## config.mk

```make
export PLATFORM = sky130hd
export DESIGN_NAME = framed_serial_receiver
export DESIGN_NICKNAME = d
export VERILOG_FILES = /design/src/design/fsr_pkg.sv /design/src/design/framed_serial_receiver.sv /design/src/design/fsr_ram.sv /design/src/design/fsr_rx.sv /design/src/design/fsr_drain.sv
export SDC_FILE = /design/constraint.sdc
export NUM_CORES = 1
export LEC_CHECK = 0
export ABC_AREA = 1
export BUFFER_PORTS_ARGS = -buffer_cell sky130_fd_sc_hd__buf_2
export CAP_MARGIN = 0
export CORE_ASPECT_RATIO = 0.7
export CORE_MARGIN = 4
export CORE_UTILIZATION = 55
export DETAILED_ROUTE_END_ITERATION = 10
export PLACE_DENSITY = 0.69
export SYNTH_ARGS = -nofsm -noshare
export SYNTH_HDL_FRONTEND = slang
export SYNTH_SLANG_ARGS = --single-unit
```

## constraint.sdc

```tcl
create_clock -name clk -period 3.76 [get_ports clk]
set_input_delay 0.188 -clock clk [delete_from_list [all_inputs] [get_ports clk]]
set_output_delay 0.188 -clock clk [all_outputs]
set_load 0.03 [all_outputs]
```

## src/design/fsr_pkg.sv

```systemverilog
`timescale 1ns / 1ps

package fsr_pkg;

  localparam logic [7:0] SYNC_FIRST       = 8'hFF;
  localparam logic [7:0] SYNC_SECOND      = 8'h55;
  localparam logic [5:0] MAX_LENGTH_RESET = 6'd32;

  // frame parser phase
  typedef enum logic [2:0] {
    PH_HUNT = 3'b001,
    PH_LEN  = 3'b010,
    PH_DATA = 3'b100
  } phase_t;

  // readout sequencer
  typedef enum logic [2:0] {
    RD_IDLE  = 3'b001,
    RD_LOAD  = 3'b010,
    RD_EMPTY = 3'b100
  } rd_state_t;

  // verified frame handed from parser to readout
  typedef struct packed {
    logic       start;
    logic [5:0] length;
  } frame_done_t;

endpackage

```

## src/design/framed_serial_receiver.sv

```systemverilog
`timescale 1ns / 1ps
// Channel   Handshake              Payload
// input     in_valid / in_stall    rx_byte
// output    out_valid / out_stall  payload_byte, byte_index, message_length,
//                                  is_last, is_empty
// config    cfg_valid / cfg_ready  cfg_data (max_length)
//
// A received byte is taken while no verified message is being read out.
// A good checksum starts readout from the payload RAM: one result per cycle when
// out_stall is low (the single RAM read port sets this), input stalled until the
// last result reaches the output register. An empty message yields one result.
// rst is synchronous; it resets max_length to 32 and restarts the sync hunt.
// RAM contents are not cleared.

module framed_serial_receiver
  import fsr_pkg::*;
#(
  parameter int BUF_DEPTH = 32
) (
  input  logic       clk,
  input  logic       rst,
  input  logic       cfg_valid,
  output logic       cfg_ready,
  input  logic [5:0] cfg_data,
  input  logic       in_valid,
  output logic       in_stall,
  input  logic [7:0] rx_byte,
  output logic       out_valid,
  input  logic       out_stall,
  output logic [7:0] payload_byte,
  output logic [4:0] byte_index,
  output logic [5:0] message_length,
  output logic       is_last,
  output logic       is_empty
);

  localparam int AW = BUF_DEPTH > 1 ? $clog2(BUF_DEPTH) : 1;

  logic [5:0]    max_length;
  logic          accept;
  logic          busy;
  logic          mem_we;
  logic [AW-1:0] mem_waddr;
  logic          mem_re;
  logic [AW-1:0] mem_raddr;
  logic [7:0]    mem_rdata;
  frame_done_t   done;

  assign cfg_ready = 1'b1;
  assign in_stall  = busy;
  assign accept    = in_valid && !busy;

  always_ff @(posedge clk) begin
    if (rst) begin
      max_length <= MAX_LENGTH_RESET;
    end else if (cfg_valid && cfg_ready) begin
      max_length <= cfg_data;
    end
  end

  fsr_rx #(
    .BUF_DEPTH(BUF_DEPTH)
  ) u_rx (
    .clk       (clk),
    .rst       (rst),
    .accept    (accept),
    .rx_byte   (rx_byte),
    .max_length(max_length),
    .mem_we    (mem_we),
    .mem_waddr (mem_waddr),
    .done      (done)
  );

  fsr_ram #(
    .WIDTH(8),
    .DEPTH(BUF_DEPTH)
  ) u_ram (
    .clk  (clk),
    .we   (mem_we),
    .waddr(mem_waddr),
    .wdata(rx_byte),
    .re   (mem_re),
    .raddr(mem_raddr),
    .rdata(mem_rdata)
  );

  fsr_drain #(
    .BUF_DEPTH(BUF_DEPTH)
  ) u_drain (
    .clk           (clk),
    .rst           (rst),
    .done          (done),
    .busy          (busy),
    .mem_re        (mem_re),
    .mem_raddr     (mem_raddr),
    .mem_rdata     (mem_rdata),
    .out_valid     (out_valid),
    .out_stall     (out_stall),
    .payload_byte  (payload_byte),
    .byte_index    (byte_index),
    .message_length(message_length),
    .is_last       (is_last),
    .is_empty      (is_empty)
  );

endmodule

```

## src/design/fsr_ram.sv

```systemverilog
`timescale 1ns / 1ps

module fsr_ram #(
  parameter int WIDTH = 8,
  parameter int DEPTH = 32
) (
  input  logic                                  clk,
  input  logic                                  we,
  input  logic [(DEPTH > 1 ? $clog2(DEPTH) : 1)-1:0] waddr,
  input  logic [WIDTH-1:0]                      wdata,
  input  logic                                  re,
  input  logic [(DEPTH > 1 ? $clog2(DEPTH) : 1)-1:0] raddr,
  output logic [WIDTH-1:0]                      rdata
);

  logic [WIDTH-1:0] mem [DEPTH];

  always_ff @(posedge clk) begin
    if (we) begin
      mem[waddr] <= wdata;
    end
    if (re) begin
      rdata <= mem[raddr];
    end
  end

endmodule

```

## src/design/fsr_rx.sv

```systemverilog
`timescale 1ns / 1ps

module fsr_rx
  import fsr_pkg::*;
#(
  parameter int BUF_DEPTH = 32
) (
  input  logic                                          clk,
  input  logic                                          rst,
  input  logic                                          accept,
  input  logic [7:0]                                    rx_byte,
  input  logic [5:0]                                    max_length,
  output logic                                          mem_we,
  output logic [(BUF_DEPTH > 1 ? $clog2(BUF_DEPTH) : 1)-1:0] mem_waddr,
  output frame_done_t                                   done
);

  localparam int AW = BUF_DEPTH > 1 ? $clog2(BUF_DEPTH) : 1;
  localparam logic [7:0] DEPTH_LIMIT = 8'(BUF_DEPTH);

  phase_t     phase, phase_next;
  logic [7:0] prev_byte, prev_byte_next;
  logic [5:0] exp_len, exp_len_next;
  logic [5:0] fill_count, fill_count_next;
  logic [7:0] sum, sum_next;
  logic [7:0] limit;
  logic [7:0] check;

  assign limit = ({2'b00, max_length} < DEPTH_LIMIT) ? {2'b00, max_length} : DEPTH_LIMIT;
  assign check = sum + rx_byte;
  assign mem_waddr = fill_count[AW-1:0];

  always_comb begin
    phase_next      = phase;
    prev_byte_next  = prev_byte;
    exp_len_next    = exp_len;
    fill_count_next = fill_count;
    sum_next        = sum;
    mem_we          = 1'b0;
    done.start      = 1'b0;
    done.length     = exp_len;
    if (accept) begin
      case (phase)
        PH_LEN: begin
          if (rx_byte > limit) begin
            phase_next      = PH_HUNT;
            prev_byte_next  = 8'h00;
            exp_len_next    = 6'd0;
            fill_count_next = 6'd0;
            sum_next        = 8'h00;
          end else begin
            phase_next      = PH_DATA;
            exp_len_next    = rx_byte[5:0];
            fill_count_next = 6'd0;
            sum_next        = rx_byte;
          end
        end
        PH_DATA: begin
          if (fill_count < exp_len) begin
            mem_we          = 1'b1;
            fill_count_next = fill_count + 6'd1;
            sum_next        = check;
          end else begin
            // checksum byte: frame is good when it brings the sum to zero
            done.start      = (check == 8'h00);
            phase_next      = PH_HUNT;
            prev_byte_next  = 8'h00;
            exp_len_next    = 6'd0;
            fill_count_next = 6'd0;
            sum_next        = 8'h00;
          end
        end
        default: begin
          if (prev_byte == SYNC_FIRST && rx_byte == SYNC_SECOND) begin
            phase_next = PH_LEN;
          end else begin
            phase_next = PH_HUNT;
          end
          prev_byte_next = rx_byte;
        end
      endcase
    end
  end

  always_ff @(posedge clk) begin
    if (rst) begin
      phase      <= PH_HUNT;
      prev_byte  <= 8'h00;
      exp_len    <= 6'd0;
      fill_count <= 6'd0;
      sum        <= 8'h00;
    end else begin
      phase      <= phase_next;
      prev_byte  <= prev_byte_next;
      exp_len    <= exp_len_next;
      fill_count <= fill_count_next;
      sum        <= sum_next;
    end
  end

endmodule

```

## src/design/fsr_drain.sv

```systemverilog
`timescale 1ns / 1ps

module fsr_drain
  import fsr_pkg::*;
#(
  parameter int BUF_DEPTH = 32
) (
  input  logic                                          clk,
  input  logic                                          rst,
  input  frame_done_t                                   done,
  output logic                                          busy,
  output logic                                          mem_re,
  output logic [(BUF_DEPTH > 1 ? $clog2(BUF_DEPTH) : 1)-1:0] mem_raddr,
  input  logic [7:0]                                    mem_rdata,
  output logic                                          out_valid,
  input  logic                                          out_stall,
  output logic [7:0]                                    payload_byte,
  output logic [4:0]                                    byte_index,
  output logic [5:0]                                    message_length,
  output logic                                          is_last,
  output logic                                          is_empty
);

  localparam int AW = BUF_DEPTH > 1 ? $clog2(BUF_DEPTH) : 1;

  rd_state_t  state, state_next;
  logic [5:0] idx, idx_next;
  logic [5:0] len;
  logic [5:0] idx_inc;
  logic       out_free;
  logic       last_hit;
  logic       load_data;
  logic       load_empty;
  logic       out_valid_next;

  assign idx_inc  = idx + 6'd1;
  assign last_hit = (idx_inc == len);
  assign out_free = !out_valid || !out_stall;
  assign busy     = (state != RD_IDLE);

  always_comb begin
    state_next = state;
    idx_next   = idx;
    mem_re     = 1'b0;
    mem_raddr  = idx[AW-1:0];
    load_data  = 1'b0;
    load_empty = 1'b0;
    case (state)
      RD_IDLE: begin
        if (done.start) begin
          idx_next = 6'd0;
          if (done.length == 6'd0) begin
            state_next = RD_EMPTY;
          end else begin
            mem_re     = 1'b1;
            mem_raddr  = '0;
            state_next = RD_LOAD;
          end
        end
      end
      RD_LOAD: begin
        // read data stays put until the next read, so a stall just waits here
        if (out_free) begin
          load_data = 1'b1;
          if (last_hit) begin
            state_next = RD_IDLE;
          end else begin
            idx_next  = idx_inc;
            mem_re    = 1'b1;
            mem_raddr = idx_inc[AW-1:0];
          end
        end
      end
      RD_EMPTY: begin
        if (out_free) begin
          load_empty = 1'b1;
          state_next = RD_IDLE;
        end
      end
      default: begin
        state_next = RD_IDLE;
      end
    endcase
  end

  assign out_valid_next = (load_data || load_empty) ? 1'b1 :
                          (out_valid && out_stall);

  always_ff @(posedge clk) begin
    if (rst) begin
      state     <= RD_IDLE;
      out_valid <= 1'b0;
    end else begin
      state     <= state_next;
      out_valid <= out_valid_next;
    end
  end

  always_ff @(posedge clk) begin
    idx <= idx_next;
    if (state == RD_IDLE && done.start) begin
      len <= done.length;
    end
    if (load_data) begin
      payload_byte   <= mem_rdata;
      byte_index     <= idx[4:0];
      message_length <= len;
      is_last        <= last_hit;
      is_empty       <= 1'b0;
    end else if (load_empty) begin
      payload_byte   <= 8'h00;
      byte_index     <= 5'd0;
      message_length <= 6'd0;
      is_last        <= 1'b1;
      is_empty       <= 1'b1;
    end
  end

endmodule

```

After elaboration in Yosys (flattened, before gate mapping) --
Memory sizes are Yosys's and may differ from the RTL's. A register that Yosys moved wholly into a read port is not among the register bits. Index checks and enable logic that the tools add are counted.
Word-level totals: register bits 74, RAM bits 256, input bits 19, word-level logic and storage cells 114, memories 1
Memories:
- u_ram.mem | words 32, bits a word 8, read ports 1, clocked after Yosys merged registers in 1, write ports 1, line fsr_ram.sv:16 | logic [WIDTH-1:0] mem [DEPTH];
Cells by class: add/subtract/negate cells 3, $lt $le $gt $ge 3, eq/ne operators 16, muxes and demuxes 56, reductions and logical operators 20
Operator list (number):
- two-way mux 6 bit | 9
- two-way mux 8 bit | 6
- one-hot mux 6 bit (2 select lines) | 3
- one-hot mux 8 bit (2 select lines) | 2
- two-way mux 5 bit | 6
- two-way mux 3 bit | 7
- two-way mux 1 bit | 18
- adder 6 x 1 -> 6 bit, second input constant | 2
- inequality test 2 x 1 -> 1 bit, second input constant | 5
- one-hot mux 5 bit (2 select lines) | 1
- one-hot mux 3 bit (3 select lines) | 1
- adder 8 bit | 1
- == test 8 x 7 -> 1 bit, second input constant | 1
- == test 8 bit, second input constant | 1
- greater-than comparator 8 bit | 1
- logical NOT 8 bit | 1
- AND reduction 4 bit | 2
- == test 3 x 2 -> 1 bit, second input constant | 2
- == test 3 bit, second input constant | 2
- == test 6 bit | 1
- logical NOT 6 bit | 1
- < comparator 6 bit | 1
- < comparator 6 bit, second input constant | 1
- one-hot mux 3 bit (2 select lines) | 1
- other kinds (11) | 22

Longest topological paths before layout --
Gate-level depths: netlist of run 1.
depth after elaboration 7, depth in mapped cells 25

Modules after synthesis --
Synthesis of run 1 repeated with hierarchy kept, for this count alone.
Second synthesis, totals: cells, all modules 1471, area total of the unflattened synthesis 15068.2 sq um
Modules (own cells, without submodules):
- fsr_ram | instances 1, cells each 922, area each 10866.7 sq um
- fsr_rx | instances 1, cells each 313, area each 2163.3 sq um
- fsr_drain | instances 1, cells each 195, area each 1774.2 sq um
- framed_serial_receiver | instances 1, cells each 41, area each 264.0 sq um

Worst setup path after synthesis of run 1 --
No wires, ideal clock.
kind register to register, start point reg u_rx.sum[0], end point reg u_ram.rdata[0] (read register of u_ram.mem), data pin, setup time 0.254 ns, arrival 2.501 ns, data required time 3.506 ns, slack 1.005 ns, stages on the path, launching flop included 23, clock period less this slack 2.755 ns, path through dfxtp_1 ha_1 fa_1 nor2_1 nor2_1 nor2_1 nand3_1 nor2_1 nand2_1 nor2_2 nand3_2 nand2_1 nand3_2 nand2_2 buf_6 buf_2 nand2_1 nand3_1 nand3_1 nand3_1 nand2_1 nand2_1 nand2_1
On the way: cells in the longest elaborated chain, start to end 7, elaborated cells on any way between the ends 9, classes of those cells add/sub (1); mux (7); reduce/logical (1)
Ends and longest elaborated chain:
- start: declaration | line fsr_rx.sv:25 | logic [7:0] sum, sum_next;
- start signal: assignment | line fsr_rx.sv:97 | sum <= sum_next;
- adder 8 bit * | line fsr_rx.sv:30 | assign check = sum + rx_byte;
- logical NOT 8 bit * | line fsr_rx.sv:65 | done.start = (check == 8'h00);
- two-way mux 1 bit * | line fsr_rx.sv:59 | if (fill_count < exp_len) begin
- two-way mux 1 bit * | line fsr_rx.sv:43 | case (phase)
- two-way mux 1 bit * | line fsr_rx.sv:42 | if (accept) begin
- two-way mux 5 bit or two-way mux 1 bit (tied branches) | line fsr_drain.sv:50 | if (done.start) begin
- one-hot mux 5 bit (2 select lines) or one-hot mux 1 bit (2 select lines) (tied branches) | line fsr_drain.sv:48 | case (state)
- end: declaration | line fsr_ram.sv:13 | output logic [WIDTH-1:0] rdata
Mark *: on every way between the ends. The rest lies on a longest branch, timed or not. A chain may end at the register's enable or synchronous reset.

Final worst setup path of run 1 --
start point reg u_rx.sum[0], end point reg u_ram.rdata[1] (read register of u_ram.mem), data pin
The elaborated chain is that of the path after synthesis.

==> flow_summary.toml, run 1 <==
[clock_network]
clkTransAtPathRegs_ns = 0.06
cts.path.max_buffers = 3
cts_tree = "built"
cts.sinks = 338
worstSkewPairLatency_ns = 0.52
cts_root_buffer = "clkbuf_16"
htreeDepth = 2
cts_made_buffers = 34

[routing]
vias = 11600
wl_per_cell_um = 19.2
totalWireLength_mm = 39.6
routed_via_density = 5.62
ant_nets = 0
drc_errors = 0
drtIter0Drc = 1304
dr.pass1.iters = 5

[global_route]
track_usage_pct = 25.4
grt_pass1_wl_mm = 61.4
overflow = 0
grt_max_degree = 65
grt_pass1_vias = 10700
antenna_found_initial = 2

[synth]
synth_cells = 1585
yosysMostFrequentCell = "nand2_1"
netlist_area_sq_mm = 0.0156
synth_edf_count = 296
yosysUniqueCellTypes = 42
synth_ff_type = "edfxtp_1"
synth-seq-cells = 338
synth_area_leaders = "edfxtp_1, nand3_1, nand2_1"
avgSynthCellArea_sq_um = 9.81
synth_top_area_cell = "edfxtp_1"
synth.net_count = 1628
synth_warnings = 0
synth_top_cell_area_share_pct = 57.1
yosysSeqAreaShare_pct = 62.6
async_flop_share_pct = 0
yosys-top-cells-count = "nand2_1, nand3_1, edfxtp_1"

[sta]
slew-limit-headroom_pct = 36.7
hold_ws_ns = 0.0189
maxSlewViolCount = 0
period_share_pct = 93.5
tns_ns = 0
fmax_mhz = 284
fin_crit_ns = 3.52
tightest_slew_ns = 0.950
rsz0062_at_grt = "false"
finalHoldViolCount = 0
fin_skew_ns = 0.0174
finalSetupViolCount = 0

[critical_path]
cp.required_ns = 4.04
crit_arrival_ns = 3.79
r2r_cells = 22
path_cells = "ha_1 > fa_1 > nand2_1 > nand2_1 > nand4_1 > nand2_1 > nand2_1 > nand2_1 > nor2_1 > nand3_4 > nand2_1 > nand3_4 > buf_12 > buf_12 > nand3_1 > nand2_1 > nand2_1 > nand3_1 > nand3_1 > nand2_1 > nand2_1 > nand2_1"
crit_fanout = 57
crit_path_start_kind = "flip-flop"
cp_slowest_cell = "fa_1"
crit_top_cell = "nand2_1"
cp-end-kind = "flip-flop"
crit_type = "flip-flop to flip-flop"
critPathMaxStageDelay_ns = 0.42

[floorplan]
io_pins = 43
dieArea_sq_mm = 0.0311
die_y_um = 149
rows = 51
fp.dieW_um = 209
core_area_sq_mm = 0.0278
start_util_pct = 55.9

[hold_path]
hold_path_class = "input port to flip-flop"
worstHoldPathCells = 3

[outcome]
status = "finished clean"

[finish]
syn2layout_area_growth_pct = 14.0
finalNetCount = 1705
layout-drive-gt1-share_pct = 10.6

[job]
drv_cap = 0

[place]
gp_congestion = 0.929
dp.final_hpwl_mm = 24.9
port_buffers = 41

[power_and_ir_drop]
ir_drop_v = 0.000625
p_leak_nw = 7.37
p_per_area_mw_per_mm2 = 772
==> worst max-delay path: cells and delay by family (launching register included) <==
kind | cells | cell delay (ns)
flops | 1 | 0.31
fa+ha+maj | 2 | 0.63
simple gates | 18 | 1.89
buf+inv | 2 | 0.42
==> final timing paths <==
| path | from | end | slack, ns |
|---|---|---|---|
| setup / recovery | u_rx.sum[0]$_SDFFE_PP0P_ | u_ram.rdata[1]$_DFFE_PP_ | 0.24 |
| hold / removal | cfg_valid | max_length[4]$_SDFFE_PP0P_ | 0.02 |
| setup reg to reg | u_rx.sum[0]$_SDFFE_PP0P_ | u_ram.rdata[1]$_DFFE_PP_ | 0.24 |
| hold reg to reg | u_rx.exp_len[5]$_SDFFE_PP0P_ | u_drain.len[5]$_DFFE_PP_ | 0.44 |
==> area by class of cell <==
class	instances	area (sq um)
Inverter	224	841
Timing Repair Buffer	114	911
Tap cell	371	464
Multi-Input combinational cell	950	4660
Antenna cell	1	2.50
Clock buffer	42	922
Fill cell	2279	10100
Clock inverter	19	198
Sequential cell	338	9730
==> cells by family after synthesis <==
kind of cell,after synthesis,share of synthesized area [%]
simple gates,842,24.5
compound gates,78,2.86
buf+inv,297,7.84
fa+ha+maj,24,1.98
other cells,1,0.0241
xor+xnor,5,0.282
flops,338,62.6
==> cell usage in the layout (no fill, tap or decap), drive strengths merged, types with 13 or more instances in the layout <==
master  instances
clkbuf         42
buf           106
nand3b         40
dfxtp          42
nor2          103
inv           224
edfxtp        296
nand2         359
clkinv         13
o21ai          21
ha             23
a21oi          36
nand3         319
==> power by group <==
part	switching (W)	total, W	internal, W
clock	0.00141	0.00343	0.00202
sequential	0.0000895	0.00433	0.00424
combinational	0.00412	0.00591	0.00179
total	0.00561	0.0137	0.00806
==> state kept, by name, indices dropped and copies added, names as in the netlist <==
name / flops
max_length: 6
u_drain.byte_index: 5
u_drain.idx: 6
u_drain.is_empty: 1
u_drain.is_last: 1
u_drain.len: 6
u_drain.message_length: 6
u_drain.out_valid: 1
u_drain.payload_byte: 8
u_drain.state: 3
u_ram.mem: 256
u_ram.rdata: 8
u_rx.exp_len: 6
u_rx.fill_count: 6
u_rx.phase: 3
u_rx.prev_byte: 8
u_rx.sum: 8
==> stage by stage <==
| stage | total power (W) | area (sq um) | instances | setup WS (ns) | utilization, % |
|---|---|---|---|---|---|
| 2_1_floorplan | 0.00836 | 15600 | 1585 | 1.00 | - |
| 3_3_place_gp | 0.0101 | 16500 | 1989 | 0.261 | 59.3 |
| 3_5_place_dp | 0.0102 | 16500 | 1989 | 0.238 | 59.3 |
| 4_1_cts | 0.0136 | 17700 | 2058 | 0.311 | 63.6 |
| 5_1_grt | 0.0145 | 17700 | 2058 | 0.000269 | 63.7 |
| 6_report | 0.0137 | 17700 | 2059 | 0.244 | 63.7 |
==> metal layers <==
metal,global-route usage [%],part of all wire [%],up-vias
met1,39.6,45,5535
met4,5.28,1.5,2
met2,36.4,42,498
met3,6.20,11,53
li1,-,-,5487
met5,0,0.033,-
==> timing repair <==
action | in CTS | in global routing
endpoints found under the setup margin | 0 | 4
buffers inserted | 0 | 0
hold buffers | 8 | 0
gates resized for setup | 0 | 3
hold endpoints to repair | 6 | 0
Power figures use the tool's default switching activity.
==> run 2: changes to the inputs <==
Settings changed: CORE_UTILIZATION 55 to 50, PLACE_DENSITY 0.69 to 0.63.
==> run 2 against run 1 <==
Compared with the run above:
- hold slack better by 0.017 ns
- sequential share of layout area is 0.14 points lower
- largest power group unchanged
- critical endpoint is now u_ram.rdata[5]$_DFFE_PP_
- core utilization is 5.1 points lower
- count of clock-buffer cells in the layout is 6 higher
==> flow_summary.toml, run 2 (synthesized netlist as in run 1, its figures left out) <==
[outcome]
status = "finished clean"

[place]
dp_cells = 2034
dp.final_hpwl_mm = 25.8
post_dp_cell_area_sq_mm = 0.0165
dpl_worst_slack_ns = 0.139
gp_congestion = 0.865
port_buffers = 41

[critical_path]
crit_path_start_kind = "flip-flop"
cp.required_ns = 4.03
r2r_cells = 21
reg2reg_slack_ns = 0.16
crit_type = "flip-flop to flip-flop"
crit_arrival_ns = 3.87
crit_fanout = 31
cp-end-kind = "flip-flop"
r2r_end = "u_ram.rdata[5]$_DFFE_PP_"
worst_r2r_startpoint = "u_rx.sum[0]$_SDFFE_PP0P_"

[power_and_ir_drop]
p_leak_nw = 7.38
ir_drop_v = 0.000769
power_w = 0.0138
p_per_area_mw_per_mm2 = 778

[clock_network]
clkTransAtPathRegs_ns = 0.06
post-cts-setup-buffers = 0
cts_root_buffer = "clkbuf_16"
cts_made_buffers = 35
htreeDepth = 2
cts.sinks = 338
cts.path.max_buffers = 3
cts_tree = "built"
worstSkewPairLatency_ns = 0.53

[sta]
finalHoldViolCount = 0
period_share_pct = 95.7
hold_ws_ns = 0.0358
fmax_mhz = 278
slew-limit-headroom_pct = 47.2
maxSlewViolCount = 0
finalSetupViolCount = 0
tightest_slew_ns = 0.786
fin_skew_ns = 0.0196
fin_crit_ns = 3.60
worst_slack_ns = 0.161

[finish]
fill_cells = 2603
largest_reg_flops = 256
final_common_cell = "nand2_1"
max_flop_register = "u_ram.mem"
layout_common_cells = "nand2_1, nand3_1, edfxtp_1, inv_1, nor2_1"
finalNetCount = 1714
layout-drive-gt1-share_pct = 10.4
regArea_sq_mm = 0.00973
instances_no_fill = 2106
syn2layout_area_growth_pct = 14.2
finalInstanceArea_sq_mm = 0.0178
multi_input_area_sq_mm = 0.00465

[global_route]
grt_max_degree = 81
antenna_found_initial = 1
grt_pass1_vias = 10900
overflow = 0
track_usage_pct = 24.5
grt_pass1_wl_mm = 64.2

[routing]
ant_nets = 0
wl_per_cell_um = 19.9
drtIter0Drc = 1510
vias = 11600
drc_errors = 0
routed_via_density = 5.52
dr.pass1.iters = 6
totalWireLength_mm = 42.0

[hold_path]
hold_path_class = "input port to flip-flop"
worstHoldPathCells = 3
min_from = "cfg_valid"
whs_endpoint = "max_length[2]$_SDFFE_PP0P_"

[floorplan]
die_y_um = 156
core_area_sq_mm = 0.0303
io_pins = 43
start_util_pct = 51.3
dieArea_sq_mm = 0.0340
rows = 53
fp.dieW_um = 219

[job]
drv_cap = 0
run 2: through the flow:
stage	TNS [ns]	util, %
detailed placement	0	54.6
CTS	0	58.3
global route	-0.00660	58.6
finish	0	58.6
floorplan	0	-
global placement	0	54.6
run 2: per-layer routing:
| metal | GRT usage [%] | routed length (um) |
|---|---|---|
| met5 | 0 | 55 |
| met4 | 5.20 | 699 |
| met3 | 7.83 | 4970 |
| met2 | 33.5 | 16900 |
| met1 | 38.4 | 19400 |
run 2: critical path, cell delays in order, from the launching register on:
cell and delay (ns):
dfxtp_1 0.32, ha_1 0.21, fa_1 0.42, nor2_1 0.12, nor2_1 0.07, nor2_1 0.09, nand3_1 0.08, nor2_1 0.12
nand2_1 0.08, nor2_2 0.12, nand3_2 0.16, nand2_1 0.15, nand3_4 0.15, nand2_8 0.17, buf_16 0.20, nand2_1 0.07
nand3_1 0.07, nand3_1 0.20, nand3_1 0.27, nand2_1 0.09, nand2_1 0.08, nand2_1 0.05
run 2: repair_timing:
action / in CTS / in global routing
endpoints found under the setup margin: 0 / 6
resized for setup: 0 / 6
hold buffers: 10 / 0
endpoints found under the hold margin: 6 / 0
run 2: how the worst max path moves through the flow:
stage                                         from                        to  slack (ns)  cells past startpoint
after detailed placement                rx_byte[0]  u_ram.rdata[1]$_DFFE_PP_        0.14                     22
after CTS                 u_rx.sum[0]$_SDFFE_PP0P_  u_ram.rdata[1]$_DFFE_PP_        0.19                     21
after global placement                  rx_byte[0]  u_ram.rdata[1]$_DFFE_PP_        0.14                     22
after global routing      u_rx.sum[0]$_SDFFE_PP0P_  u_ram.rdata[5]$_DFFE_PP_      -0.005                     22
after floorplan           u_rx.sum[0]$_SDFFE_PP0P_  u_ram.rdata[0]$_DFFE_PP_        1.00                     22
final                     u_rx.sum[0]$_SDFFE_PP0P_  u_ram.rdata[5]$_DFFE_PP_        0.16                     21
run 2: cell type report:
class / count / share of cell area [%]
multi-input combinational: 950 / 26.2
clock inverter: 11 / 0.282
antenna: 1 / 0.0141
tap: 412 / 2.90
sequential: 338 / 54.8
clock buffer: 48 / 5.61
inverter: 224 / 4.73
timing repair buffer: 122 / 5.53
run 2: where the power goes:
part / internal, W / switching (W)
registers: 0.00424 / 0.0000867
clock network: 0.00185 / 0.00141
logic: 0.00186 / 0.00439
